File: src/sv/lms_pkg.sv
// Shared types, codes and tables for the LED matrix scan driver.
package lms_pkg;

	localparam int FB_BYTES_DEF = 256;
	localparam int BYTE_W       = 8;
	localparam int START_W      = 7;
	localparam int COL_W        = 5;

	localparam logic [BYTE_W-1:0] DRIVE_NONE  = 8'hFF;
	localparam logic [BYTE_W-1:0] ON_TIME_RST = 8'd16;

	// Item command codes
	localparam logic CMD_TICK  = 1'b0;
	localparam logic CMD_WRITE = 1'b1;

	typedef enum logic [1:0] {
		REG_START_COLUMN = 2'd0,
		REG_ON_TIME      = 2'd1,
		REG_SLOT_TIME    = 2'd2,
		REG_ROTATE       = 2'd3
	} reg_idx_t;

	typedef enum logic [1:0] {
		PORT_A0 = 2'd0,
		PORT_A1 = 2'd1,
		PORT_C0 = 2'd2,
		PORT_C1 = 2'd3
	} port_t;

	// Port wiring per matrix 0..7
	localparam port_t ANODE_OF [8] = '{
		PORT_A0, PORT_A1, PORT_A0, PORT_A1, PORT_C0, PORT_C1, PORT_C0, PORT_C1
	};
	localparam port_t CATHODE_OF [8] = '{
		PORT_C0, PORT_C0, PORT_C1, PORT_C1, PORT_A0, PORT_A0, PORT_A1, PORT_A1
	};

	typedef struct packed {
		port_t             anode_port;
		logic [BYTE_W-1:0] anode_drive_n;
		port_t             cathode_port;
		logic [BYTE_W-1:0] cathode_select_n;
		logic              frame_end;
	} res_t;

	localparam res_t RES_IDLE = '{
		anode_port:       PORT_A0,
		anode_drive_n:    DRIVE_NONE,
		cathode_port:     PORT_A0,
		cathode_select_n: DRIVE_NONE,
		frame_end:        1'b0
	};

endpackage

File: src/sv/lms_store.sv
// Frame buffer memory: clear sweep after reset, one write port, forwarded read.
module lms_store import lms_pkg::*; #(
	parameter int FB_BYTES = FB_BYTES_DEF,
	localparam int AW = $clog2(FB_BYTES)
) (
	input  logic              clk,
	input  logic              arst_n,
	input  logic              wr_en,
	input  logic [7:0]        wr_addr,
	input  logic [BYTE_W-1:0] wr_data,
	input  logic [AW-1:0]     rd_addr,
	output logic [BYTE_W-1:0] rd_data,
	output logic              clearing
);

	localparam int WA = ((AW >= 8) ? AW : 8) + 1;

	logic [BYTE_W-1:0] mem_q [FB_BYTES];
	logic [BYTE_W-1:0] rd_data_q;
	logic              clearing_q;
	logic [AW-1:0]     clr_addr_q;

	logic [WA-1:0]     wa_mod;
	logic              we;
	logic [AW-1:0]     wa;
	logic [BYTE_W-1:0] wd;

	// write_addr < 256 <= 4 * FB_BYTES: three conditional subtracts reduce it
	always_comb begin
		wa_mod = WA'(wr_addr);
		for (int k = 0; k < 3; k++) begin
			if (wa_mod >= WA'(FB_BYTES))
				wa_mod = wa_mod - WA'(FB_BYTES);
		end
	end

	assign we = clearing_q || wr_en;
	assign wa = clearing_q ? clr_addr_q : wa_mod[AW-1:0];
	assign wd = clearing_q ? '0 : wr_data;

	always_ff @(posedge clk or negedge arst_n) begin
		if (!arst_n) begin
			clearing_q <= 1'b1;
			clr_addr_q <= '0;
		end else if (clearing_q) begin
			if (clr_addr_q == AW'(FB_BYTES - 1))
				clearing_q <= 1'b0;
			else
				clr_addr_q <= clr_addr_q + AW'(1);
		end
	end

	always_ff @(posedge clk) begin
		if (we)
			mem_q[wa] <= wd;
		rd_data_q <= (we && (wa == rd_addr)) ? wd : mem_q[rd_addr];
	end

	assign rd_data  = rd_data_q;
	assign clearing = clearing_q;

endmodule

File: src/sv/lms_scan.sv
// Scan sequencer: config registers, PWM phase timing, port mapping, next read address.
module lms_scan import lms_pkg::*; #(
	parameter int FB_BYTES = FB_BYTES_DEF,
	localparam int AW = $clog2(FB_BYTES)
) (
	input  logic               clk,
	input  logic               arst_n,
	input  logic               cfg_we,
	input  reg_idx_t           cfg_idx,
	input  logic [BYTE_W-1:0]  cfg_wdata,
	input  logic               tick,
	input  logic [BYTE_W-1:0]  rd_data,
	output logic [AW-1:0]      rd_addr,
	output res_t               tick_res
);

	localparam int HALF_BYTES = FB_BYTES / 2;
	localparam int SW = ((AW > START_W) ? AW : START_W) + 2;

	logic [START_W-1:0] start_q;
	logic [BYTE_W-1:0]  on_q;
	logic [BYTE_W-1:0]  slot_q;
	logic               rot_q;

	logic [COL_W-1:0]   col_q;
	logic               half_q;
	logic [2:0]         bit_q;
	logic [BYTE_W-1:0]  timer_q;
	logic               phase_q;

	logic [COL_W-1:0]   col_n;
	logic               half_n;
	logic [2:0]         bit_n;
	logic [BYTE_W-1:0]  timer_n;
	logic               phase_n;
	logic               frame;

	logic               lit;
	logic [BYTE_W-1:0]  lit_off;
	logic [BYTE_W-1:0]  unlit_len;
	logic               ph;
	logic [BYTE_W-1:0]  tm;
	logic [BYTE_W-1:0]  tm_dec;

	logic [2:0]         matrix;
	logic [2:0]         offset;
	logic [2:0]         row;

	logic [START_W-1:0] start_d;
	logic [SW-1:0]      base_rem;
	logic [SW-1:0]      addr_sum;

	always_ff @(posedge clk or negedge arst_n) begin
		if (!arst_n) begin
			start_q <= '0;
			on_q    <= ON_TIME_RST;
			slot_q  <= '0;
			rot_q   <= 1'b0;
		end else if (cfg_we) begin
			case (cfg_idx)
				REG_START_COLUMN: start_q <= cfg_wdata[START_W-1:0];
				REG_ON_TIME:      on_q    <= cfg_wdata;
				REG_SLOT_TIME:    slot_q  <= cfg_wdata;
				REG_ROTATE:       rot_q   <= cfg_wdata[0];
				default:          ;
			endcase
		end
	end

	// Phase timing of the current bit
	always_comb begin
		lit       = rd_data[bit_q];
		lit_off   = (slot_q > on_q) ? (slot_q - on_q) : '0;
		unlit_len = lit ? lit_off : slot_q;
		if (timer_q == '0) begin
			if (lit && (on_q != '0)) begin
				ph = 1'b1;
				tm = on_q;
			end else begin
				ph = 1'b0;
				// zero-length bit still takes one idle tick
				tm = (unlit_len != '0) ? unlit_len : BYTE_W'(1);
			end
		end else begin
			ph = phase_q;
			tm = timer_q;
		end
		tm_dec = tm - BYTE_W'(1);

		col_n   = col_q;
		half_n  = half_q;
		bit_n   = bit_q;
		timer_n = timer_q;
		phase_n = phase_q;
		frame   = 1'b0;
		if (tick) begin
			phase_n = ph;
			timer_n = tm_dec;
			if (tm_dec == '0) begin
				if (ph && (lit_off != '0)) begin
					phase_n = 1'b0;
					timer_n = lit_off;
				end else begin
					phase_n = 1'b0;
					timer_n = '0;
					bit_n   = bit_q + 3'd1;
					if (bit_q == 3'd7) begin
						half_n = ~half_q;
						if (half_q) begin
							col_n = col_q + COL_W'(1);
							frame = (col_q == '1);
						end
					end
				end
			end
		end
	end

	// Matrix / port mapping
	always_comb begin
		matrix = rot_q ? ~{col_q[4:3], half_q} : {col_q[4:3], half_q};
		offset = rot_q ? ~col_q[2:0] : col_q[2:0];
		row    = rot_q ? ~bit_q : bit_q;
		tick_res.anode_port       = ANODE_OF[matrix];
		tick_res.anode_drive_n    = ph ? ~(BYTE_W'(1) << row) : DRIVE_NONE;
		tick_res.cathode_port     = CATHODE_OF[matrix];
		tick_res.cathode_select_n = ~(BYTE_W'(1) << offset);
		tick_res.frame_end        = frame;
	end

	// Address of the byte needed next cycle, with a start_column write folded in
	always_comb begin
		start_d = (cfg_we && (cfg_idx == REG_START_COLUMN)) ?
			cfg_wdata[START_W-1:0] : start_q;
		base_rem = SW'(start_d);
		for (int k = 0; k < 3; k++) begin
			if (base_rem >= SW'(HALF_BYTES))
				base_rem = base_rem - SW'(HALF_BYTES);
		end
		addr_sum = (base_rem << 1) + SW'({col_n, half_n});
		if (addr_sum >= SW'(FB_BYTES))
			addr_sum = addr_sum - SW'(FB_BYTES);
		rd_addr = addr_sum[AW-1:0];
	end

	always_ff @(posedge clk or negedge arst_n) begin
		if (!arst_n) begin
			col_q   <= '0;
			half_q  <= 1'b0;
			bit_q   <= '0;
			timer_q <= '0;
			phase_q <= 1'b0;
		end else begin
			col_q   <= col_n;
			half_q  <= half_n;
			bit_q   <= bit_n;
			timer_q <= timer_n;
			phase_q <= phase_n;
		end
	end

endmodule

File: src/sv/lms_outbuf.sv
// Two-deep result buffer: output register plus skid register.
module lms_outbuf import lms_pkg::*; (
	input  logic clk,
	input  logic arst_n,
	input  logic push,
	input  res_t push_res,
	input  logic stall,
	output logic valid,
	output res_t res,
	output logic full
);

	res_t main_q;
	res_t skid_q;
	logic main_v_q;
	logic skid_v_q;
	logic take;

	assign take = main_v_q && !stall;

	always_ff @(posedge clk or negedge arst_n) begin
		if (!arst_n) begin
			main_v_q <= 1'b0;
			skid_v_q <= 1'b0;
		end else if (!main_v_q || take) begin
			if (skid_v_q) begin
				main_v_q <= 1'b1;
				skid_v_q <= push;
			end else begin
				main_v_q <= push;
			end
		end else if (push) begin
			skid_v_q <= 1'b1;
		end
	end

	always_ff @(posedge clk) begin
		if (!main_v_q || take) begin
			main_q <= skid_v_q ? skid_q : push_res;
			if (skid_v_q && push)
				skid_q <= push_res;
		end else if (push) begin
			skid_q <= push_res;
		end
	end

	assign valid = main_v_q;
	assign res   = main_q;
	assign full  = skid_v_q;

endmodule

File: src/sv/led_matrix_scan_pwm.sv
// Top level of the multiplexed LED matrix scan driver with PWM timing.
//
//  channel | direction | handshake                  | payload
//  --------+-----------+----------------------------+------------------------------------
//  item    | in        | item_valid / item_stall    | cmd, write_addr, write_data
//  result  | out       | res_valid / res_stall      | anode_port, anode_drive_n,
//          |           |                            | cathode_port, cathode_select_n,
//          |           |                            | frame_end
//  config  | in        | cfg_valid / cfg_ready      | cfg_index, cfg_data
//
// One item per clock while item_stall is low. A scan tick is evaluated in the
// cycle it is accepted and its result is registered at that edge; the frame
// buffer read port is aimed each cycle at the byte the following tick will need.
// After reset a clearing pass zeroes the frame buffer with item_stall held high;
// config writes are taken throughout. The result side is two deep, so outside
// the clearing pass item_stall only rises when both the output and the skid
// register hold results.
module led_matrix_scan_pwm import lms_pkg::*; #(
	parameter int FB_BYTES = FB_BYTES_DEF
) (
	input  logic              clk,
	input  logic              arst_n,

	input  logic              item_valid,
	output logic              item_stall,
	input  logic              cmd,
	input  logic [7:0]        write_addr,
	input  logic [BYTE_W-1:0] write_data,

	output logic              res_valid,
	input  logic              res_stall,
	output logic [1:0]        anode_port,
	output logic [BYTE_W-1:0] anode_drive_n,
	output logic [1:0]        cathode_port,
	output logic [BYTE_W-1:0] cathode_select_n,
	output logic              frame_end,

	input  logic              cfg_valid,
	output logic              cfg_ready,
	input  logic [1:0]        cfg_index,
	input  logic [BYTE_W-1:0] cfg_data
);

	localparam int AW = $clog2(FB_BYTES);

	logic              accept;
	logic              tick;
	logic              wr_en;
	logic              clearing;
	logic              buf_full;
	logic [AW-1:0]     rd_addr;
	logic [BYTE_W-1:0] rd_data;
	res_t              tick_res;
	res_t              push_res;
	res_t              out_res;

	// Config registers always take a transaction
	assign cfg_ready = 1'b1;

	assign item_stall = buf_full || clearing;
	assign accept     = item_valid && !item_stall;
	assign tick       = accept && (cmd == CMD_TICK);
	assign wr_en      = accept && (cmd == CMD_WRITE);

	lms_store #(.FB_BYTES(FB_BYTES)) u_store (
		.clk      (clk),
		.arst_n   (arst_n),
		.wr_en    (wr_en),
		.wr_addr  (write_addr),
		.wr_data  (write_data),
		.rd_addr  (rd_addr),
		.rd_data  (rd_data),
		.clearing (clearing)
	);

	lms_scan #(.FB_BYTES(FB_BYTES)) u_scan (
		.clk       (clk),
		.arst_n    (arst_n),
		.cfg_we    (cfg_valid),
		.cfg_idx   (reg_idx_t'(cfg_index)),
		.cfg_wdata (cfg_data),
		.tick      (tick),
		.rd_data   (rd_data),
		.rd_addr   (rd_addr),
		.tick_res  (tick_res)
	);

	// A buffer write returns the all-off drive
	assign push_res = (cmd == CMD_WRITE) ? RES_IDLE : tick_res;

	lms_outbuf u_outbuf (
		.clk      (clk),
		.arst_n   (arst_n),
		.push     (accept),
		.push_res (push_res),
		.stall    (res_stall),
		.valid    (res_valid),
		.res      (out_res),
		.full     (buf_full)
	);

	assign anode_port       = out_res.anode_port;
	assign anode_drive_n    = out_res.anode_drive_n;
	assign cathode_port     = out_res.cathode_port;
	assign cathode_select_n = out_res.cathode_select_n;
	assign frame_end        = out_res.frame_end;

endmodule

File: config.mk
export PLATFORM = sky130hd
export DESIGN_NAME = led_matrix_scan_pwm
export DESIGN_NICKNAME = d
export VERILOG_FILES = /design/src/sv/lms_pkg.sv /design/src/sv/lms_store.sv /design/src/sv/lms_scan.sv /design/src/sv/lms_outbuf.sv /design/src/sv/led_matrix_scan_pwm.sv
export SDC_FILE = /design/constraint.sdc
export NUM_CORES = 2
export LEC_CHECK = 0
export BUFFER_PORTS_ARGS = -buffer_cell sky130_fd_sc_hd__buf_2
export CAP_MARGIN = 0
export CORE_MARGIN = 2
export CORE_UTILIZATION = 57
export CTS_CLUSTER_SIZE = 40
export DETAILED_ROUTE_END_ITERATION = 10
export MAX_ROUTING_LAYER = met4
export PLACE_DENSITY = 0.8
export RECOVER_POWER = 25
export SLEW_MARGIN = 5
export SYNTH_ARGS = -nofsm -noshare
export SYNTH_HDL_FRONTEND = slang
export SYNTH_SLANG_ARGS = --single-unit
export TNS_END_PERCENT = 30
File: constraint.sdc
create_clock -name clk -period 8 [get_ports clk]
set_input_delay 0.4 -clock clk [delete_from_list [all_inputs] [get_ports clk]]
set_output_delay 0.4 -clock clk [all_outputs]
set_load 0.02 [all_outputs]
Word level (Yosys, flattened, before mapping)
Memory sizes are Yosys's and may differ from the RTL's. A register that Yosys moved wholly into a read port is not among the register bits.
Cells that the tools add are included.
Cells by class
  $add $sub $neg: 7
  $lt $le $gt $ge: 4
  eq/ne operators: 7
  shift operators: 2
  mux-type cells: 51
  bitwise logic cells: 10
  reduce and logical (&&, ||, !) cells: 28
Operators with widths (count)
  $mux W21: 5
  $mux W8: 11
  $mux W5: 5
  $reduce_bool A8 Y1: 3
  $mux W1: 21
  $logic_not A8 Y1: 2
  $not A8 Y8: 2
  $shl A1 B3 Y8 const A: 2
  $sub A8 B1 Y8 const B: 2
  $reduce_and A2 Y1: 6
  $add A8 B6 Y9: 1
  $ge A9 B9 Y1 const B: 1
  $mux W3: 3
  $not A3 Y3: 3
  $add A8 B1 Y8 const B: 1
  $eq A8 B8 Y1 const B: 1
  $gt A8 B8 Y1: 1
  $logic_and A1 B1 Y1: 8
  $mux W2: 4
  $sub A8 B8 Y8: 1
  $mux W7: 1
  $add A5 B1 Y5 const B: 1
  $eq A5 B5 Y1 const B: 1
  $eq A2 B2 Y1 const B: 2
  other kinds (14): 21
Storage, ports and cells
  register bits after elaboration: 95
  bits in writable memories: 2048
  bits in read-only memories: 32
  memories: 3
Memories
  u_store.mem_q: words 256, width 8, rd ports 1, clocked after Yosys merged registers in 1, wr ports 1, RTL line lms_store.sv:18  | logic [BYTE_W-1:0] mem_q [FB_BYTES];
  (name not given): words 8, width 2, rd ports 1, clocked after Yosys merged registers in 0, wr ports 0, RTL line lms_scan.sv:124  | tick_res.anode_port = ANODE_OF[matrix];
  (name not given): words 8, width 2, rd ports 1, clocked after Yosys merged registers in 0, wr ports 0, RTL line lms_scan.sv:126  | tick_res.cathode_port = CATHODE_OF[matrix];

Depth between registers and ports, before layout
  depth in word-level cells: 14
  depth in mapped cells: 36
  depth with buffers taken out: 27

By module
Synthesis repeated with hierarchy kept, for this count alone.
Unflattened totals
  cells, all modules: 4266
  area total of the unflattened synthesis: 85550.8 um^2
Modules (own cells, without submodules)
  lms_store: instances 1, cells an instance 3764, area an instance 80035.5 um^2
  lms_scan: instances 1, cells an instance 400, area an instance 3612.2 um^2
  lms_outbuf: instances 1, cells an instance 73, area an instance 1696.6 um^2
  led_matrix_scan_pwm: instances 1, cells an instance 29, area an instance 206.4 um^2

Worst setup path before layout
No wires, ideal clock.
  path type: reg-to-reg
  start: reg u_store.clearing_q, in the netlist u_store.clearing
  end: mem u_store.mem_q[0][0] (data pin)
  library setup time: 1446 ps
  data arrival time: 6972 ps
  required time: 6554 ps
  setup slack: -418 ps
  cell stages (with the launch flop): 4
  buffers on the path: 2
  period minus slack after synthesis: 8418 ps
  cell sequence: dfstp_2 -> clkbuf_1 -> clkbuf_1 -> nor2b_1
Between the ends
  cells in the longest elaborated chain, start to end: 1
RTL lines
  start: declaration: RTL line lms_store.sv:20  | logic clearing_q;
  start signal: assignment: RTL line lms_store.sv:43  | clearing_q <= 1'b1;
  start signal: assignment: RTL line lms_store.sv:47  | clearing_q <= 1'b0;
  $mux W8: RTL line lms_store.sv:39  | assign wd = clearing_q ? '0 : wr_data;
  via u_store.wd[0]: RTL line lms_store.sv:26  | logic [BYTE_W-1:0] wd;
  end: declaration: RTL line lms_store.sv:18
The timed path passes the listed nets, and every way through them passes these cells.

==> metrics.cfg <==
[yosys]
netlist_area_mm2=0.08589
synth_area_per_cell_um2=18.89
synth_top_area_share_pct=73.07
synth_cells=4546
yosysWarnings=0
seq_area_frac_synth_pct=74.80
yosysUniqueCellTypes=87
async_reset_ff_share_pct=2.464
synth_top_area_cell=edfxtp_1
synth.most_common_cell=edfxtp_1
synth_seq_cells=2151
ys_top_cells_by_count=edfxtp_1 (2090), mux4_2 (380), nor2_1 (336)
synthFlopType=edfxtp_1
syn-num-nets=4600
ys_top_cells_by_area=edfxtp_1 (73%), mux4_2 (10%), mux2i_1 (3.4%), dfrtp_1 (1.5%), nor2_1 (1.5%)
synth-edff-count=2090

[critical_path]
path_common_cell=buf_4
critPathMaxStageDelay_ns=0.77
rr_worst_depth=28
path_max_fanout=24
cp_slowest_cell=nor2b_4
critPathArrivalTime_ns=8.63
crit_path_start_kind=flip-flop
critPathRequiredTime_ns=8.79
cp-end-kind=flip-flop
critPathKind=flip-flop to flip-flop
r2r_slack_ns=0.16

[timing]
hold_viol_final=0
worst_pin_slew_ns=5.674
relSlewSlack_pct=-278.3
period_share_pct=98.01
layout_setup_ws_ns=0.1590
post-route-min-period_ns=7.841
fin_skew_ns=0.05581
final_max_slew_viol_count=1127
holdWs_ns=0.3685
fmax_mhz=127.5
setup_viol=0

[clock_network]
clk_pin_slew_worst_paths_ns=0.07
cts_buffers=201
clk_latency_ns=0.86
cts_tree=built
h-tree-depth=4
root_buffer=clkbuf_16
postCtsSetupBuffers=0
cts.sinks=2151
clock_path_buffers=3

[grt]
grt_max_degree=257
grt_usage_pct=32.10
grt_antenna_before_repair=6
grt_pass1_vias=47106
grt_pass1_wl_um=337600
grt-ovfl-total=0

[run_status]
status=finished with violations
violations=max-capacitance violations, max-slew violations

[pwr]
powerDensity_mw_per_mm2=264.1
peakVddDrop_uv=255.0
leakagePower_nw=30.54
p_total_mw=25.41

[floorplanning]
ioPinCount=56
die_h_um=392.2
dieArea_mm2=0.1538
coreArea_mm2=0.1498
rows=142
die-width_um=392.2
start_util_pct=57.35

[final_layout]
fin_cells=6981
drive_gt1_share_pct=21.30
fin_util_pct=64.25
fin_nets=4854
syn_to_final_growth_pct=12.04
fillCellCount=9482

[detailed_routing]
drcViolationCount=0
antenna_left=0
routed_wl_um=239200
vias_per_cell=6.942
first_pass_iters=7
drt_iter0_drc=8314
num_vias=48464
routedWlPerCell_um=34.26

[min_path]
hold_start=cfg_data[7]
whs_endpoint=u_scan.slot_q[7]
hp-class=input port to flip-flop
whs_path_depth=3

[placement]
place_ws_ns=0.1053
dp_hpwl_um=148100
place.gp.congestion=1.028
numPortBuffers=54
dp_cells=6597

[run]
maxCapViolations=10

[routing by layer]
metal | global-route usage [%] | wire, um | up-vias
met3 | 9.705 | 34390 | 835
met1 | 40.90 | 80890 | 24464
met5 | - | 0 | -
li1 | - | - | 18959
met2 | 47.73 | 110200 | 4206
met4 | 15.08 | 13680 | 0
[critical path, delay by kind of cell (launching register included)]
family	cells	cell delay, ns
AND/OR/NAND/NOR	12	3.18
AO/OA/AOI/OAI	6	1.46
buffers and inverters	5	1.13
adder cells (fa/ha/maj)	3	0.89
flip-flops	1	0.70
XOR/XNOR	2	0.33
[report_power, final]
part,internal [mW],switching (mW)
Combinational,1.15,2.08
Sequential,12.4,0.177
Clock,5.37,4.18
[per-stage QoR]
| step | setup TNS (ns) | instance area, um^2 |
|---|---|---|
| global placement | 0 | 89600 |
| floorplan | -856.56 | 85890 |
| finish | 0 | 96240 |
| global route | -0.04976 | 96240 |
| detailed placement | 0 | 89600 |
| CTS | 0 | 96340 |
[placed cells by master (no fill, tap or decap), drive strengths merged, types with 40 or more instances in the layout]
| cell | n |
|---|---|
| nor2b | 41 |
| mux2i | 289 |
| a21oi | 94 |
| clkbuf | 269 |
| nand3 | 82 |
| o22ai | 40 |
| nor2 | 339 |
| dfrtp | 51 |
| edfxtp | 2090 |
| clkinv | 95 |
| mux2 | 87 |
| buf | 260 |
| inv | 42 |
| a22oi | 144 |
| mux4 | 380 |
| nand2 | 197 |
[layout make-up]
cell class | instances | area [um^2] | area share, %
sequential | 2151 | 64270 | 66.78
multi-input combinational | 2101 | 20170 | 20.96
clock buffer | 235 | 5199 | 5.402
antenna | 3 | 7.507 | 0.007801
clock inverter | 130 | 1381 | 1.435
inverter | 35 | 131.4 | 0.1365
tap | 2016 | 2522 | 2.621
timing repair buffer | 310 | 2554 | 2.654
[worst max-delay path by stage]
stage	start	end	slack (ns)
6_report	flip-flop	flip-flop	0.16
2_1_floorplan	u_store.clearing	u_store.mem_q[0][0]	-0.42
3_5_place_dp	flip-flop	flip-flop	0.11
5_1_grt	flip-flop	flip-flop	-0.05
4_1_cts	flip-flop	flip-flop	0.11
3_3_place_gp	flip-flop	flip-flop	0.25
[timing repair]
action                                  CTS  global route
endpoints found under the setup margin    0             2
hold endpoints to repair                 86             0
hold buffers                             16             0
resized for setup                         0             3
[logic make-up (layout without fill, tap and decap cells)]
kind of cell             count (synthesis)  after routing  synth area share (%)
flip-flops                            2151           2151                 74.80
AND/OR/NAND/NOR                        820            820                 4.370
multiplexers                           756            756                 14.48
AO/OA/AOI/OAI                          476            476                 3.885
buffers and inverters                  294            710                 1.854
XOR/XNOR                                26             26                0.2651
adder cells (fa/ha/maj)                 22             22                0.3380
other                                    1              4              0.004366
[flip-flops by register name, indices dropped and copies added (netlist names), 3 cells and up, named ones only]
name	cells
u_store.mem_q	2048
u_outbuf.res	21
u_outbuf.skid_q	21
u_scan.on_q	8
u_scan.slot_q	8
u_scan.timer_q	8
u_store.clr_addr_q	8
u_scan.start_q	7
u_scan.col_q	5
u_scan.bit_q	3
No activity file was read; power rests on OpenSTA's default activity.
